===== src/rtl/mbr_ptp_pkg.sv =====
// ---------------------------------------------------------------------------
// mbr_ptp_pkg
// Shared constants, types and control records of the MBR partition table
// parser.
// ---------------------------------------------------------------------------
package mbr_ptp_pkg;

  localparam int unsigned EntryCount = 4;
  localparam int unsigned SlotW      = $clog2(EntryCount);
  localparam int unsigned CursorW    = SlotW + 1;

  localparam logic [8:0] TableOffset = 9'd446;
  localparam logic [8:0] SigLowPos   = 9'd510;
  localparam logic [8:0] SigHighPos  = 9'd511;

  localparam logic [7:0] SigLowValue  = 8'h55;
  localparam logic [7:0] SigHighValue = 8'hAA;

  localparam logic [3:0] OffType    = 4'd4;
  localparam logic [3:0] OffStart0  = 4'd8;
  localparam logic [3:0] OffStart1  = 4'd9;
  localparam logic [3:0] OffStart2  = 4'd10;
  localparam logic [3:0] OffStart3  = 4'd11;
  localparam logic [3:0] OffCount0  = 4'd12;
  localparam logic [3:0] OffCount1  = 4'd13;
  localparam logic [3:0] OffCount2  = 4'd14;
  localparam logic [3:0] OffCount3  = 4'd15;

  localparam int unsigned PaddrW    = 3;
  localparam logic        RegBlockSizeShift = 1'b0;

  typedef struct packed {
    logic [7:0]  ptype;
    logic [31:0] start;
    logic [31:0] count;
  } slot_t;

  typedef enum logic [1:0] {
    ST_RECV = 2'b01,
    ST_EMIT = 2'b10
  } state_e;

  typedef struct packed {
    logic capture;
    logic start_emit;
    logic load_result;
  } dp_cmd_t;

  typedef struct packed {
    logic end_byte;
    logic sel_last;
  } dp_status_t;

endpackage


===== src/rtl/mbr_ptp_if.sv =====
// ---------------------------------------------------------------------------
// mbr_ptp_in_if / mbr_ptp_out_if
// Valid/ready channels carrying sector bytes in and partition results out.
// ---------------------------------------------------------------------------
interface mbr_ptp_in_if;
  logic       valid;
  logic       ready;
  logic [7:0] data_byte;
  logic       sector_start;

  modport source (output valid, output data_byte, output sector_start, input ready);
  modport sink   (input valid, input data_byte, input sector_start, output ready);
endinterface

interface mbr_ptp_out_if;
  logic        valid;
  logic        ready;
  logic        entry_valid;
  logic        signature_ok;
  logic [1:0]  entry_index;
  logic [7:0]  partition_type;
  logic [31:0] first_block;
  logic [31:0] block_count;
  logic        last;

  modport source (output valid, output entry_valid, output signature_ok,
                  output entry_index, output partition_type, output first_block,
                  output block_count, output last, input ready);
  modport sink   (input valid, input entry_valid, input signature_ok,
                  input entry_index, input partition_type, input first_block,
                  input block_count, input last, output ready);
endinterface


===== src/rtl/mbr_ptp_datapath.sv =====
// ---------------------------------------------------------------------------
// mbr_ptp_datapath
// Byte position counter, partition entry store, signature check, result
// selection and output payload register.
// ---------------------------------------------------------------------------
module mbr_ptp_datapath (
  input  logic                  clk_i,
  input  logic                  rst_ni,
  input  mbr_ptp_pkg::dp_cmd_t  cmd_i,
  output mbr_ptp_pkg::dp_status_t status_o,
  input  logic [7:0]            data_byte_i,
  input  logic                  sector_start_i,
  input  logic [1:0]            shift_i,
  output logic                  entry_valid_o,
  output logic                  signature_ok_o,
  output logic [1:0]            entry_index_o,
  output logic [7:0]            partition_type_o,
  output logic [31:0]           first_block_o,
  output logic [31:0]           block_count_o,
  output logic                  last_o
);

  logic [8:0] pos_q, pos_d, pos;
  logic [7:0] sig_low_q, sig_low_d;
  logic       sig_ok_q, sig_ok_d;
  logic [mbr_ptp_pkg::CursorW-1:0] cursor_q, cursor_d;

  mbr_ptp_pkg::slot_t store_q [mbr_ptp_pkg::EntryCount];

  logic [8:0] rel;
  logic [mbr_ptp_pkg::SlotW-1:0] wr_slot;
  logic [3:0] wr_off;
  logic       in_table;

  logic [mbr_ptp_pkg::EntryCount-1:0] used;
  logic       sel_found;
  logic       sel_more;
  logic [mbr_ptp_pkg::SlotW-1:0] sel_idx;
  mbr_ptp_pkg::slot_t sel_slot;

  assign pos      = sector_start_i ? 9'd0 : pos_q;
  assign rel      = pos - mbr_ptp_pkg::TableOffset;
  assign wr_slot  = rel[mbr_ptp_pkg::SlotW+3:4];
  assign wr_off   = rel[3:0];
  assign in_table = (pos >= mbr_ptp_pkg::TableOffset) && (pos < mbr_ptp_pkg::SigLowPos);

  assign status_o.end_byte = (pos == mbr_ptp_pkg::SigHighPos);

  always_comb begin
    sel_found = 1'b0;
    sel_more  = 1'b0;
    sel_idx   = '0;
    for (int i = 0; i < mbr_ptp_pkg::EntryCount; i++) begin
      used[i] = sig_ok_q && (store_q[i].ptype != 8'd0);
    end
    for (int i = mbr_ptp_pkg::EntryCount - 1; i >= 0; i--) begin
      if (used[i] && (mbr_ptp_pkg::CursorW'(i) >= cursor_q)) begin
        if (sel_found) begin
          sel_more = 1'b1;
        end
        sel_found = 1'b1;
        sel_idx   = mbr_ptp_pkg::SlotW'(i);
      end
    end
    sel_slot = store_q[sel_idx];
  end

  assign status_o.sel_last = !sel_more;

  always_comb begin
    pos_d     = pos_q;
    sig_low_d = sig_low_q;
    sig_ok_d  = sig_ok_q;
    cursor_d  = cursor_q;
    if (cmd_i.capture) begin
      pos_d = pos + 9'd1;
      if (pos == mbr_ptp_pkg::SigLowPos) begin
        sig_low_d = data_byte_i;
      end
    end
    if (cmd_i.start_emit) begin
      sig_ok_d = (sig_low_q == mbr_ptp_pkg::SigLowValue) &&
                 (data_byte_i == mbr_ptp_pkg::SigHighValue);
      cursor_d = '0;
    end
    if (cmd_i.load_result) begin
      cursor_d = {1'b0, sel_idx} + mbr_ptp_pkg::CursorW'(1);
    end
  end

  always_ff @(posedge clk_i or negedge rst_ni) begin
    if (!rst_ni) begin
      pos_q     <= '0;
      sig_low_q <= '0;
      sig_ok_q  <= 1'b0;
      cursor_q  <= '0;
    end else begin
      pos_q     <= pos_d;
      sig_low_q <= sig_low_d;
      sig_ok_q  <= sig_ok_d;
      cursor_q  <= cursor_d;
    end
  end

  always_ff @(posedge clk_i) begin
    if (cmd_i.capture && in_table) begin
      case (wr_off)
        mbr_ptp_pkg::OffType:   store_q[wr_slot].ptype        <= data_byte_i;
        mbr_ptp_pkg::OffStart0: store_q[wr_slot].start[7:0]   <= data_byte_i;
        mbr_ptp_pkg::OffStart1: store_q[wr_slot].start[15:8]  <= data_byte_i;
        mbr_ptp_pkg::OffStart2: store_q[wr_slot].start[23:16] <= data_byte_i;
        mbr_ptp_pkg::OffStart3: store_q[wr_slot].start[31:24] <= data_byte_i;
        mbr_ptp_pkg::OffCount0: store_q[wr_slot].count[7:0]   <= data_byte_i;
        mbr_ptp_pkg::OffCount1: store_q[wr_slot].count[15:8]  <= data_byte_i;
        mbr_ptp_pkg::OffCount2: store_q[wr_slot].count[23:16] <= data_byte_i;
        mbr_ptp_pkg::OffCount3: store_q[wr_slot].count[31:24] <= data_byte_i;
        default: ;
      endcase
    end
  end

  always_ff @(posedge clk_i) begin
    if (cmd_i.load_result) begin
      entry_valid_o  <= sel_found;
      signature_ok_o <= sig_ok_q;
      last_o         <= !sel_more;
      if (sel_found) begin
        entry_index_o    <= sel_idx;
        partition_type_o <= sel_slot.ptype;
        first_block_o    <= sel_slot.start >> shift_i;
        block_count_o    <= sel_slot.count >> shift_i;
      end else begin
        entry_index_o    <= '0;
        partition_type_o <= '0;
        first_block_o    <= '0;
        block_count_o    <= '0;
      end
    end
  end

endmodule


===== src/rtl/mbr_ptp_ctrl.sv =====
// ---------------------------------------------------------------------------
// mbr_ptp_ctrl
// Receive/emit sequencer and output register valid flag.
// ---------------------------------------------------------------------------
module mbr_ptp_ctrl (
  input  logic                    clk_i,
  input  logic                    rst_ni,
  input  logic                    in_valid_i,
  output logic                    in_ready_o,
  output logic                    out_valid_o,
  input  logic                    out_ready_i,
  output mbr_ptp_pkg::dp_cmd_t    cmd_o,
  input  mbr_ptp_pkg::dp_status_t status_i
);

  mbr_ptp_pkg::state_e state_q, state_d;
  logic out_valid_q, out_valid_d;
  logic accept;
  logic load;

  assign in_ready_o  = (state_q == mbr_ptp_pkg::ST_RECV);
  assign accept      = in_valid_i && in_ready_o;
  assign load        = (state_q == mbr_ptp_pkg::ST_EMIT) && (!out_valid_q || out_ready_i);
  assign out_valid_o = out_valid_q;

  assign cmd_o.capture     = accept;
  assign cmd_o.start_emit  = accept && status_i.end_byte;
  assign cmd_o.load_result = load;

  always_comb begin
    state_d     = state_q;
    out_valid_d = out_valid_q;
    if (out_ready_i) begin
      out_valid_d = 1'b0;
    end
    if (load) begin
      out_valid_d = 1'b1;
    end
    case (state_q)
      mbr_ptp_pkg::ST_RECV: begin
        if (cmd_o.start_emit) begin
          state_d = mbr_ptp_pkg::ST_EMIT;
        end
      end
      mbr_ptp_pkg::ST_EMIT: begin
        if (load && status_i.sel_last) begin
          state_d = mbr_ptp_pkg::ST_RECV;
        end
      end
      default: state_d = mbr_ptp_pkg::ST_RECV;
    endcase
  end

  always_ff @(posedge clk_i or negedge rst_ni) begin
    if (!rst_ni) begin
      state_q     <= mbr_ptp_pkg::ST_RECV;
      out_valid_q <= 1'b0;
    end else begin
      state_q     <= state_d;
      out_valid_q <= out_valid_d;
    end
  end

  a_emit_after_end: assert property (@(posedge clk_i) disable iff (!rst_ni)
    cmd_o.start_emit |=> (state_q == mbr_ptp_pkg::ST_EMIT))
    else $error("emit not entered after final sector byte");

  a_recv_after_last: assert property (@(posedge clk_i) disable iff (!rst_ni)
    (load && status_i.sel_last) |=> (state_q == mbr_ptp_pkg::ST_RECV) && out_valid_q)
    else $error("receive not resumed after final result");

  a_valid_from_load: assert property (@(posedge clk_i) disable iff (!rst_ni)
    $rose(out_valid_q) |-> $past(load))
    else $error("output valid raised without a result load");

endmodule


===== src/rtl/mbr_partition_table_parser.sv =====
// ---------------------------------------------------------------------------
// mbr_partition_table_parser
// Parses the partition table of a 512-byte first sector and reports each
// used entry, or one status result, with start and count scaled by the
// configured block size shift.
// ---------------------------------------------------------------------------
// Bytes 0..511 are taken at one per cycle. After byte 511 input holds while
// 1 to 4 results are loaded, one per cycle as the output register frees up.
// Taking byte 511 moves the sequencer to its emit state, which then loads
// the first result into the output register and raises its valid flag.
// Reset clears the byte position, signature byte and shift register; the
// entry store has no reset and is rewritten by every sector.
module mbr_partition_table_parser (
  input  logic        clk_i,
  input  logic        rst_ni,
  mbr_ptp_in_if.sink  in_i,
  mbr_ptp_out_if.source out_o,
  input  logic        psel,
  input  logic        penable,
  input  logic        pwrite,
  input  logic [mbr_ptp_pkg::PaddrW-1:0] paddr,
  input  logic [31:0] pwdata,
  output logic [31:0] prdata,
  output logic        pready
);

  logic [1:0] shift_q, shift_d;
  logic       reg_sel;
  mbr_ptp_pkg::dp_cmd_t    cmd;
  mbr_ptp_pkg::dp_status_t status;

  assign pready  = 1'b1;
  assign reg_sel = (paddr[mbr_ptp_pkg::PaddrW-1] == mbr_ptp_pkg::RegBlockSizeShift);
  assign prdata  = reg_sel ? {30'd0, shift_q} : 32'd0;

  always_comb begin
    shift_d = shift_q;
    if (psel && penable && pwrite && reg_sel) begin
      shift_d = pwdata[1:0];
    end
  end

  always_ff @(posedge clk_i or negedge rst_ni) begin
    if (!rst_ni) begin
      shift_q <= '0;
    end else begin
      shift_q <= shift_d;
    end
  end

  mbr_ptp_ctrl u_ctrl (
    .clk_i       (clk_i),
    .rst_ni      (rst_ni),
    .in_valid_i  (in_i.valid),
    .in_ready_o  (in_i.ready),
    .out_valid_o (out_o.valid),
    .out_ready_i (out_o.ready),
    .cmd_o       (cmd),
    .status_i    (status)
  );

  mbr_ptp_datapath u_datapath (
    .clk_i            (clk_i),
    .rst_ni           (rst_ni),
    .cmd_i            (cmd),
    .status_o         (status),
    .data_byte_i      (in_i.data_byte),
    .sector_start_i   (in_i.sector_start),
    .shift_i          (shift_q),
    .entry_valid_o    (out_o.entry_valid),
    .signature_ok_o   (out_o.signature_ok),
    .entry_index_o    (out_o.entry_index),
    .partition_type_o (out_o.partition_type),
    .first_block_o    (out_o.first_block),
    .block_count_o    (out_o.block_count),
    .last_o           (out_o.last)
  );

endmodule


===== src/flat_wrapper.sv =====
// flat-port wrapper written by rule: the top's interface ports become plain ports
module mbr_partition_table_parser_flat 
  (clk_i, rst_ni, psel, penable, pwrite, paddr, pwdata, prdata, pready, in_i_valid, in_i_data_byte, in_i_sector_start, in_i_ready, out_o_valid, out_o_entry_valid, out_o_signature_ok, out_o_entry_index, out_o_partition_type, out_o_first_block, out_o_block_count, out_o_last, out_o_ready);
  mbr_ptp_in_if in_i_i ();
  mbr_ptp_out_if out_o_i ();
  input  logic clk_i;
  input  logic rst_ni;
  input  logic psel;
  input  logic penable;
  input  logic pwrite;
  input  logic [mbr_ptp_pkg::PaddrW-1:0] paddr;
  input  logic [31:0] pwdata;
  output logic [31:0] prdata;
  output logic pready;
  input wire logic [$bits(in_i_i.valid)-1:0] in_i_valid;
  input wire logic [$bits(in_i_i.data_byte)-1:0] in_i_data_byte;
  input wire logic [$bits(in_i_i.sector_start)-1:0] in_i_sector_start;
  output wire logic [$bits(in_i_i.ready)-1:0] in_i_ready;
  output wire logic [$bits(out_o_i.valid)-1:0] out_o_valid;
  output wire logic [$bits(out_o_i.entry_valid)-1:0] out_o_entry_valid;
  output wire logic [$bits(out_o_i.signature_ok)-1:0] out_o_signature_ok;
  output wire logic [$bits(out_o_i.entry_index)-1:0] out_o_entry_index;
  output wire logic [$bits(out_o_i.partition_type)-1:0] out_o_partition_type;
  output wire logic [$bits(out_o_i.first_block)-1:0] out_o_first_block;
  output wire logic [$bits(out_o_i.block_count)-1:0] out_o_block_count;
  output wire logic [$bits(out_o_i.last)-1:0] out_o_last;
  input wire logic [$bits(out_o_i.ready)-1:0] out_o_ready;
  assign in_i_i.valid = in_i_valid;
  assign in_i_i.data_byte = in_i_data_byte;
  assign in_i_i.sector_start = in_i_sector_start;
  assign in_i_ready = in_i_i.ready;
  assign out_o_valid = out_o_i.valid;
  assign out_o_entry_valid = out_o_i.entry_valid;
  assign out_o_signature_ok = out_o_i.signature_ok;
  assign out_o_entry_index = out_o_i.entry_index;
  assign out_o_partition_type = out_o_i.partition_type;
  assign out_o_first_block = out_o_i.first_block;
  assign out_o_block_count = out_o_i.block_count;
  assign out_o_last = out_o_i.last;
  assign out_o_i.ready = out_o_ready;
  mbr_partition_table_parser u_core (.clk_i(clk_i), .rst_ni(rst_ni), .in_i(in_i_i), .out_o(out_o_i), .psel(psel), .penable(penable), .pwrite(pwrite), .paddr(paddr), .pwdata(pwdata), .prdata(prdata), .pready(pready));
endmodule

===== config.mk =====
export PLATFORM = sky130hd
export DESIGN_NAME = mbr_partition_table_parser_flat
export DESIGN_NICKNAME = d
export VERILOG_FILES = /design/src/rtl/mbr_ptp_pkg.sv /design/src/rtl/mbr_ptp_if.sv /design/src/rtl/mbr_ptp_datapath.sv /design/src/rtl/mbr_ptp_ctrl.sv /design/src/rtl/mbr_partition_table_parser.sv /design/src/flat_wrapper.sv
export SDC_FILE = /design/constraint.sdc
export NUM_CORES = 1
export LEC_CHECK = 0
export BUFFER_PORTS_ARGS = -buffer_cell sky130_fd_sc_hd__buf_2
export CAP_MARGIN = 20
export CORE_MARGIN = 2
export CORE_UTILIZATION = 55
export DETAILED_ROUTE_END_ITERATION = 10
export PLACE_DENSITY = 0.85
export SLEW_MARGIN = 0
export SYNTH_ARGS = -nofsm -noshare
export SYNTH_HDL_FRONTEND = slang
export SYNTH_HIERARCHICAL = 1
export SYNTH_SLANG_ARGS = --single-unit

===== constraint.sdc =====
create_clock -name clk_i -period 3.55 [get_ports clk_i]
set_input_delay 0.1775 -clock clk_i [delete_from_list [all_inputs] [get_ports clk_i]]
set_output_delay 0.1775 -clock clk_i [all_outputs]
set_load 0.005 [all_outputs]

* Word level (Yosys, flattened, before mapping)
Memory sizes are Yosys's and may differ from the RTL's.
Cells that the tools add are included.
** Operators by class
- Add/sub/neg operators :: 3
- Magnitude comparators :: 6
- Equal/unequal tests :: 17
- Shift-type cells :: 2
- Mux-type cells :: 50
- Bitwise logic cells :: 1
- Reductions and logical operators :: 29
** Operator list (number)
- $shr A32 B2 Y32 :: 2
- $mux W1 :: 39
- $eq A4 B4 Y1 const B :: 8
- $reduce_bool A8 Y1 :: 4
- $eq A9 B9 Y1 const B :: 2
- $logic_and A1 B1 Y1 :: 18
- $mux W2 :: 7
- $add A9 B1 Y9 const B :: 1
- $ge A9 B9 Y1 const B :: 1
- $lt A9 B9 Y1 const B :: 1
- $mux W9 :: 1
- $eq A8 B7 Y1 const B :: 1
- $eq A8 B8 Y1 const B :: 1
- $ge A1 B3 Y1 const A :: 2
- $ge A2 B3 Y1 const A :: 2
- $mux W3 :: 2
- $sub A6 B6 Y6 const B :: 1
- $eq A4 B3 Y1 const B :: 1
- $ne A2 B1 Y1 const B :: 2
- $pmux W2 S2 :: 1
- $reduce_and A2 Y1 :: 2
- $reduce_bool A2 Y1 :: 2
- $add A2 B1 Y3 const B :: 1
- $eq A2 B1 Y1 const B :: 1
- other kinds (4) :: 5
** Word-level totals
- Bits in registers :: 103
- Memory bits (writable) :: 288
- Input bits :: 51
- Output and inout port bits :: 112
- Logic and storage cells :: 123
- Memories kept :: 1
** Memory list
- u_core.u_datapath.store_q :: words 4, bits a word 72, rd ports 5, clocked after memory_dff 0, write ports 1, RTL line mbr_ptp_datapath.sv:28 : mbr_ptp_pkg::slot_t store_q [mbr_ptp_pkg::EntryCount];

* Logic depth before layout (Yosys ltp)
Gate-level depths: netlist of the first run.
An unclocked memory read counts as a cell.
- Word-level depth :: 15
- Gate-level depth with buffers :: 11
- Gate-level depth less buffers :: 9

* Hierarchy
Netlist of the first run, hierarchy kept.
** By module, submodules not included
- mbr_ptp_datapath :: times used 1, cells an instance 1018, area each 16758.6 um^2, sequential area each 11486.0 um^2
- mbr_partition_table_parser :: times used 1, cells an instance 40, area each 361.6 um^2, sequential area each 50.0 um^2
- mbr_ptp_ctrl :: times used 1, cells an instance 15, area each 162.7 um^2, sequential area each 76.3 um^2

* Worst setup path after synthesis of the first run
OpenSTA, ideal clock, no wires.
- Path type :: input -> register
- From :: input in_i_sector_start
- To :: memory u_core/u_datapath/store_q[2][40] (netlist name) (enable)
- Setup time :: 370 ps
- Arrival :: 2589 ps
- Data required time :: 3180 ps
- Slack :: 591 ps
- Stages on the path :: 10
- Path buffers :: 2
- Cells stage by stage :: clkbuf_1 > clkbuf_1 > nor2b_1 > ha_1 > and3_1 > a31o_2 > a31oi_1 > nor3b_1 > nand2_1 > nor2_1
** On the way
- Word-level cells in the longest chain between the ends :: 6
- Elaborated cells on any way between the ends :: 10
- Classes of those cells :: add/sub: 1; order compare: 2; eq/ne: 1; mux: 4; reduce/logical: 2
** Ends and longest elaborated chain
- start, declared :: RTL line flat_wrapper.sv:17 : input wire logic [$bits(in_i_i.sector_start)-1:0] in_i_sector_start;
- $mux W9 (*) :: RTL line mbr_ptp_datapath.sv:41 : assign pos = sector_start_i ? 9'd0 : pos_q;
- $sub A6 B6 Y6 (tied with other cells) :: RTL line mbr_ptp_datapath.sv:42 : assign rel = pos - mbr_ptp_pkg::TableOffset;
- $eq A4 B4 Y1 / $logic_and A1 B1 Y1 (equally long branches) :: RTL line mbr_ptp_datapath.sv:107, mbr_ptp_datapath.sv:45
- $mux W1 / $logic_and A1 B1 Y1 (equally long branches) :: RTL line mbr_ptp_datapath.sv:107, mbr_ptp_datapath.sv:106
- $mux W1 :: RTL line mbr_ptp_datapath.sv:106 : if (cmd_i.capture && in_table) begin
- $mux W1 (implied by the code) :: RTL line mbr_ptp_datapath.sv:110 : mbr_ptp_pkg::OffStart1: store_q[wr_slot].start[15:8] <= data_byte_i;
- end, declared :: RTL line mbr_ptp_datapath.sv:28
Mark *: on every way between the ends. The rest lies on a longest branch, timed or not.

==> flow_metrics.env, run 1 <==
export IMPL_grt_pass1_wl_um=62600
export IMPL_gp_congestion=0.869
export IMPL_fin_crit_ns=3.46
export IMPL_grt_pass1_vias=10851
export IMPL_yosys_top_cells_area="edfxtp_1 (63%), mux4_2 (6.5%), mux2_1 (3.8%), dfrtp_1 (3.6%), mux2i_1 (2.4%)"
export IMPL_dieArea_um2=32900
export IMPL_max_cap_viol_count=0
export IMPL_synth_area_mux_share=0.143
export IMPL_slew_violations=0
export IMPL_core_rowCount=64
export IMPL_numCtsBuffers=39
export IMPL_ant_nets=0
export IMPL_synth_top_area_cell="edfxtp_1"
export IMPL_min_period_over_period=0.974
export IMPL_grt_overflow_total=0
export IMPL_hp_class="primary input to flop"
export IMPL_power_density_nw_per_um2=497
export IMPL_synth_top_family_by_area="multiplexers"
export IMPL_power_uw=9830
export IMPL_hold_violations=0
export IMPL_wl_per_cell_um=24.9
export IMPL_grtUsageTotal=0.249
export IMPL_ys_seq_elements=391
export IMPL_initial_core_util=0.562
export IMPL_synth_compound_area_frac=0.0885
export IMPL_area_delta_synth_final_pct=14.5
export IMPL_clk_path_buf_depth=3
export IMPL_vias_per_cell=6.58
export IMPL_io_buffers=99
export IMPL_synth_xor_area_share=0.00152
export IMPL_ys_warn_count=6
export IMPL_path_class="flop to flop"
export IMPL_fin_nets=1284
export IMPL_clk_latency_ns=0.53
export IMPL_layout_cells_most_common="edfxtp_1"
export IMPL_dp_hpwl_um=25200
export IMPL_max_freq_mhz=289
export IMPL_postLayoutCoreUtil=0.643
export IMPL_final_cell_mix="edfxtp_1 (365), buf_2 (99), buf_4 (66)"
export IMPL_synth_edf_count=365
export IMPL_dr_pass1_iters=5
export IMPL_ys_seq_area_frac=0.672
export IMPL_power_leakage_uw=0.00679
export IMPL_boundaryPins=163
export IMPL_end_kind="flop"
export IMPL_arrival_ns=3.71
export IMPL_wirelength_um=41000
export IMPL_synth_fa_ha_area_frac=0.00507
export IMPL_grt_max_degree=84
export IMPL_cts_max_level=2
export IMPL_startpoint_type="flop"
export IMPL_syn_area_per_cell_um2=16.1
export IMPL_synth_cells=1073
export IMPL_die_y_um=181
export IMPL_diodes=0
export IMPL_synthFlopType="edfxtp_1"
export IMPL_via_count=10829
export IMPL_post_cts_setup_buffers=0
export IMPL_drc_errors=0
export IMPL_cp_required_ns=3.80
export IMPL_cts_tree="built"
export IMPL_outcome="completed"
export IMPL_tightest_slew_ns=1.00
export IMPL_cts_sinks=391
export IMPL_syn_area_um2=17300
export IMPL_yosys_area_share_simple=0.0554
export IMPL_nFillCells=2023
export IMPL_setup_violations=0
export IMPL_synth_cell_types=66
export IMPL_timing_slew_headroom=0.331
export IMPL_postSynth_asyncResetShare=0.0665
export IMPL_layout_drive_gt1_share=0.262
export IMPL_clock_skew_ns=0.0271
export IMPL_ir_drop_mv=0.284
export IMPL_cp_max_fo=17
export IMPL_drt_iter0_markers=1383
export IMPL_die_w_um=181
export IMPL_yosysTopAreaCellShare=0.634
export IMPL_cts_root_buffer="clkbuf_16"
export IMPL_antenna_found_initial=2
export IMPL_clkTransAtPathRegs_ns=0.06
export IMPL_core_area_um2=30700
-- path summary, 6_finish.rpt --
path                                                  startpoint                                  end  slack [ns]  cells past startpoint
worst max-delay path            u_core/u_datapath/store_q[1][70]  u_core/u_datapath/block_count_o[14]        0.09                     10
worst min-delay path                                  in_i_valid             u_core/u_ctrl/state_q[0]        0.02                      3
worst max register to register  u_core/u_datapath/store_q[1][70]  u_core/u_datapath/block_count_o[14]        0.09                     10
worst min register to register    u_core/u_datapath/sig_low_q[2]       u_core/u_datapath/sig_low_q[2]        0.51                      1
max in group asynchronous                                 rst_ni                    u_core/shift_q[0]        2.91                      2
min in group asynchronous                                 rst_ni           u_core/u_datapath/pos_q[3]        0.19                      2
-- power by group --
part           internal (µW)  total (µW)  switching [µW]  leakage [µW]
combinational            289         786             497       0.00256
sequential              5100        5160            53.2       0.00364
clock                   2230        3890            1660      0.000592
-- cells by family (layout without fill, tap and decap cells) --
family,count (synthesis),in the layout
adder cells (fa/ha/maj),7,7
multiplexers,172,172
AND/OR/NAND/NOR,176,176
AO/OA/AOI/OAI,212,212
XOR/XNOR,3,3
flip-flops,391,391
other,2,31
buffers and inverters,110,258
-- per-layer routing --
metal  track usage  wire length, µm  vias to the layer above
met5             0                0                        -
met4         0.111             1900                        0
met3        0.0450             4080                      142
met2         0.414            20000                      719
met1         0.322            15100                     5414
li1              -                -                     4554
-- what timing repair did --
item	4_1_cts	5_1_grt
gates resized for setup	0	4
endpoints found under the setup margin	0	22
hold buffers	4	0
endpoints found under the hold margin	28	0
-- flip-flops by register name, indices dropped and copies added (netlist names) --
signal and count:
u_core/shift_q 2, u_core/u_ctrl/out_valid_o 1, u_core/u_ctrl/state_q 2, u_core/u_datapath/block_count_o 32, u_core/u_datapath/cursor_q 3, u_core/u_datapath/entry_index_o 2
u_core/u_datapath/entry_valid_o 1, u_core/u_datapath/first_block_o 32, u_core/u_datapath/last_o 1, u_core/u_datapath/partition_type_o 8, u_core/u_datapath/pos_q 9, u_core/u_datapath/sig_low_q 8
u_core/u_datapath/sig_ok_q 1, u_core/u_datapath/signature_ok_o 1, u_core/u_datapath/store_q 288
-- cell usage after synthesis (20+ instances only) --
library cell,number
o21ai_0,45
edfxtp_1,365
nand2_1,30
a21oi_1,20
dfrtp_1,25
buf_4,37
a32oi_1,22
clkbuf_1,37
mux4_2,50
nor2_1,53
mux2i_1,41
a22o_1,30
mux2_1,58
-- critical path: stages, from the launching register on --
cell and delay, ns:
edfxtp_1 0.39, nor4_1 0.37, nand2_1 0.24, o21ai_4 0.28
nand2_8 0.12, inv_4 0.23, buf_12 0.18, buf_12 0.16
mux2_1 0.38, mux4_2 0.52, a22o_1 0.28
-- through the flow --
| step | worst slack [ns] | cells | area [µm²] | hold slack, ns | setup TNS [ns] |
|---|---|---|---|---|---|
| 2_1_floorplan | 0.591 | 1102 | 17400 | -0.118 | 0 |
| 6_report | 0.0939 | 1646 | 19800 | 0.0224 | 0 |
| 4_1_cts | 0.0608 | 1645 | 19700 | 0.00480 | 0 |
| 5_1_grt | -0.000731 | 1646 | 19800 | 0.0242 | -0.000731 |
| 3_3_place_gp | 0.259 | 1576 | 18500 | 0.204 | 0 |
| 3_5_place_dp | 0.146 | 1576 | 18500 | 0.228 | 0 |
-- area by class of cell --
cell class | instances | area, µm² | area share
Sequential cell | 391 | 11600 | 0.587
Multi-Input combinational cell | 601 | 5210 | 0.264
Tap cell | 396 | 495 | 0.0250
Clock inverter | 22 | 200 | 0.0101
Timing Repair Buffer | 178 | 1210 | 0.0612
Clock buffer | 43 | 991 | 0.0501
Inverter | 15 | 58.8 | 0.00297
(Power assumes the default switching activity.)
==> run 2, diff against run 1 <==
- CORE_MARGIN: 2 -> 3
- REMOVE_ABC_BUFFERS: default -> 1
==> flow_metrics.env, run 2 (synthesis gave the netlist of run 1 again) <==
export IMPL_power_uw=9750
export IMPL_clk_latency_ns=0.52
export IMPL_clock_skew_ns=0.0137
export IMPL_fin_crit_ns=3.43
export IMPL_io_buffers=99
export IMPL_timing_slew_headroom=0.296
export IMPL_postLayoutCoreUtil=0.640
export IMPL_arrival_ns=3.68
export IMPL_final_cell_mix="edfxtp_1 (365), buf_2 (99), buf_4 (66)"
export IMPL_fin_nets=1279
export IMPL_area_delta_synth_final_pct=13.8
export IMPL_slew_violations=0
export IMPL_grt_overflow_total=0
export IMPL_post_cts_setup_buffers=0
export IMPL_core_area_um2=30700
export IMPL_end_kind="flop"
export IMPL_initial_core_util=0.562
export IMPL_cts_tree="built"
export IMPL_power_density_nw_per_um2=495
export IMPL_core_rowCount=64
export IMPL_ir_drop_mv=0.367
export IMPL_wl_per_cell_um=24.7
export IMPL_layout_drive_gt1_share=0.251
export IMPL_cts_max_level=2
export IMPL_dr_pass1_iters=6
export IMPL_dp_hpwl_um=24800
export IMPL_die_w_um=183
export IMPL_top_regs="u_core/u_datapath/store_q: 288 flops, u_core/u_datapath/block_count_o: 32 flops, u_core/u_datapath/first_block_o: 32 flops"
export IMPL_startpoint_type="flop"
export IMPL_dieArea_um2=33600
export IMPL_numCtsBuffers=38
export IMPL_via_count=10608
export IMPL_grtUsageTotal=0.241
export IMPL_antenna_found_initial=1
export IMPL_cp_max_fo=28
export IMPL_die_y_um=183
export IMPL_drc_errors=0
export IMPL_path_class="flop to flop"
export IMPL_power_leakage_uw=0.00674
export IMPL_cts_root_buffer="clkbuf_16"
export IMPL_hold_violations=0
export IMPL_grt_max_degree=58
export IMPL_nFillCells=2050
export IMPL_cp_required_ns=3.80
export IMPL_clkTransAtPathRegs_ns=0.06
export IMPL_grt_pass1_wl_um=61900
export IMPL_boundaryPins=163
export IMPL_regMostFlops="u_core/u_datapath/store_q"
export IMPL_cts_sinks=391
export IMPL_wirelength_um=40600
export IMPL_max_cap_viol_count=0
export IMPL_largest_reg_flops=288
export IMPL_tightest_slew_ns=1.06
export IMPL_hp_class="primary input to flop"
export IMPL_layout_cells_most_common="edfxtp_1"
export IMPL_clk_path_buf_depth=3
export IMPL_rsz0062_at_grt="false"
export IMPL_vias_per_cell=6.46
export IMPL_min_period_over_period=0.966
export IMPL_ant_nets=0
export IMPL_setup_violations=0
export IMPL_drt_iter0_markers=1596
export IMPL_gp_congestion=0.887
export IMPL_outcome="completed"
export IMPL_grt_pass1_vias=10681
export IMPL_max_freq_mhz=292
## run 2: changes by cell type in the layout (fill, tap and decap cells not counted), moves of 2 or more
cell	previous run	this run
bufinv_16	3	1
clkinv_2	10	4
clkbuf_1	4	11
clkinv_4	2	0
buf_12	7	5
clkbuf_16	39	41
clkbuf_8	0	2
## run 2: worst max-delay path, stage by stage, from the launching register on
cell and delay (ns):
edfxtp_1 0.41, nor4_1 0.45, nand2_1 0.24, o21ai_4 0.28, nand2_8 0.13, inv_4 0.17
buf_12 0.22, mux2_1 0.38, mux4_2 0.51, a221o_1 0.35
## run 2: power by group
group	leakage (µW)	switching, µW	internal [µW]
combinational	0.00253	492	282
sequential	0.00364	54.7	5100
clock	0.000575	1600	2210
total	0.00674	2150	7600
## run 2: layout make-up
cell class / instances / area, µm² / share of cell area
sequential: 391 / 11600 / 0.590
multi-input combinational: 601 / 5200 / 0.264
timing repair buffer: 174 / 1130 / 0.0575
clock buffer: 54 / 1090 / 0.0557
tap: 396 / 495 / 0.0252
clock inverter: 11 / 77.6 / 0.00394
inverter: 15 / 58.8 / 0.00299
antenna: 1 / 2.50 / 0.000127
## run 2: final timing paths
path / start / end / slack [ns] / cells after the start
hold reg to reg: u_core/u_datapath/sig_low_q[7] / u_core/u_datapath/sig_low_q[7] / 0.50 / 1
setup reg to reg: u_core/u_datapath/store_q[1][65] / u_core/u_datapath/first_block_o[22] / 0.12 / 9
hold / removal: penable / u_core/shift_q[1] / 0.04 / 3
setup / recovery: u_core/u_datapath/store_q[1][65] / u_core/u_datapath/first_block_o[22] / 0.12 / 9
min in group asynchronous: rst_ni / u_core/u_ctrl/state_q[1] / 0.21 / 2
max in group asynchronous: rst_ni / u_core/shift_q[0] / 2.89 / 2
## run 2: per-stage QoR
step | setup slack (ns) | setup TNS (ns) | cells | hold WS [ns] | area [µm²]
floorplan | -3.43 | -317.72 | 1007 | -0.118 | 16900
finish | 0.120 | 0 | 1643 | 0.0371 | 19700
global placement | 0.344 | 0 | 1573 | 0.235 | 18500
CTS | 0.138 | 0 | 1642 | 0.0202 | 19700
global route | 0.0235 | 0 | 1642 | 0.0394 | 19700
detailed placement | 0.263 | 0 | 1573 | 0.244 | 18500
## run 2: layer usage
layer	track usage	vias to the layer above	wire, µm
met5	0	-	0
met4	0.0820	0	1370
li1	-	4544	-
met2	0.396	677	19900
met1	0.317	5273	14900
met3	0.0617	114	4350
## run 2: timing repair
action / 4_1_cts / 5_1_grt
hold buffers: 4 / 0
resized for setup: 0 / 0
hold endpoints to repair: 28 / 0
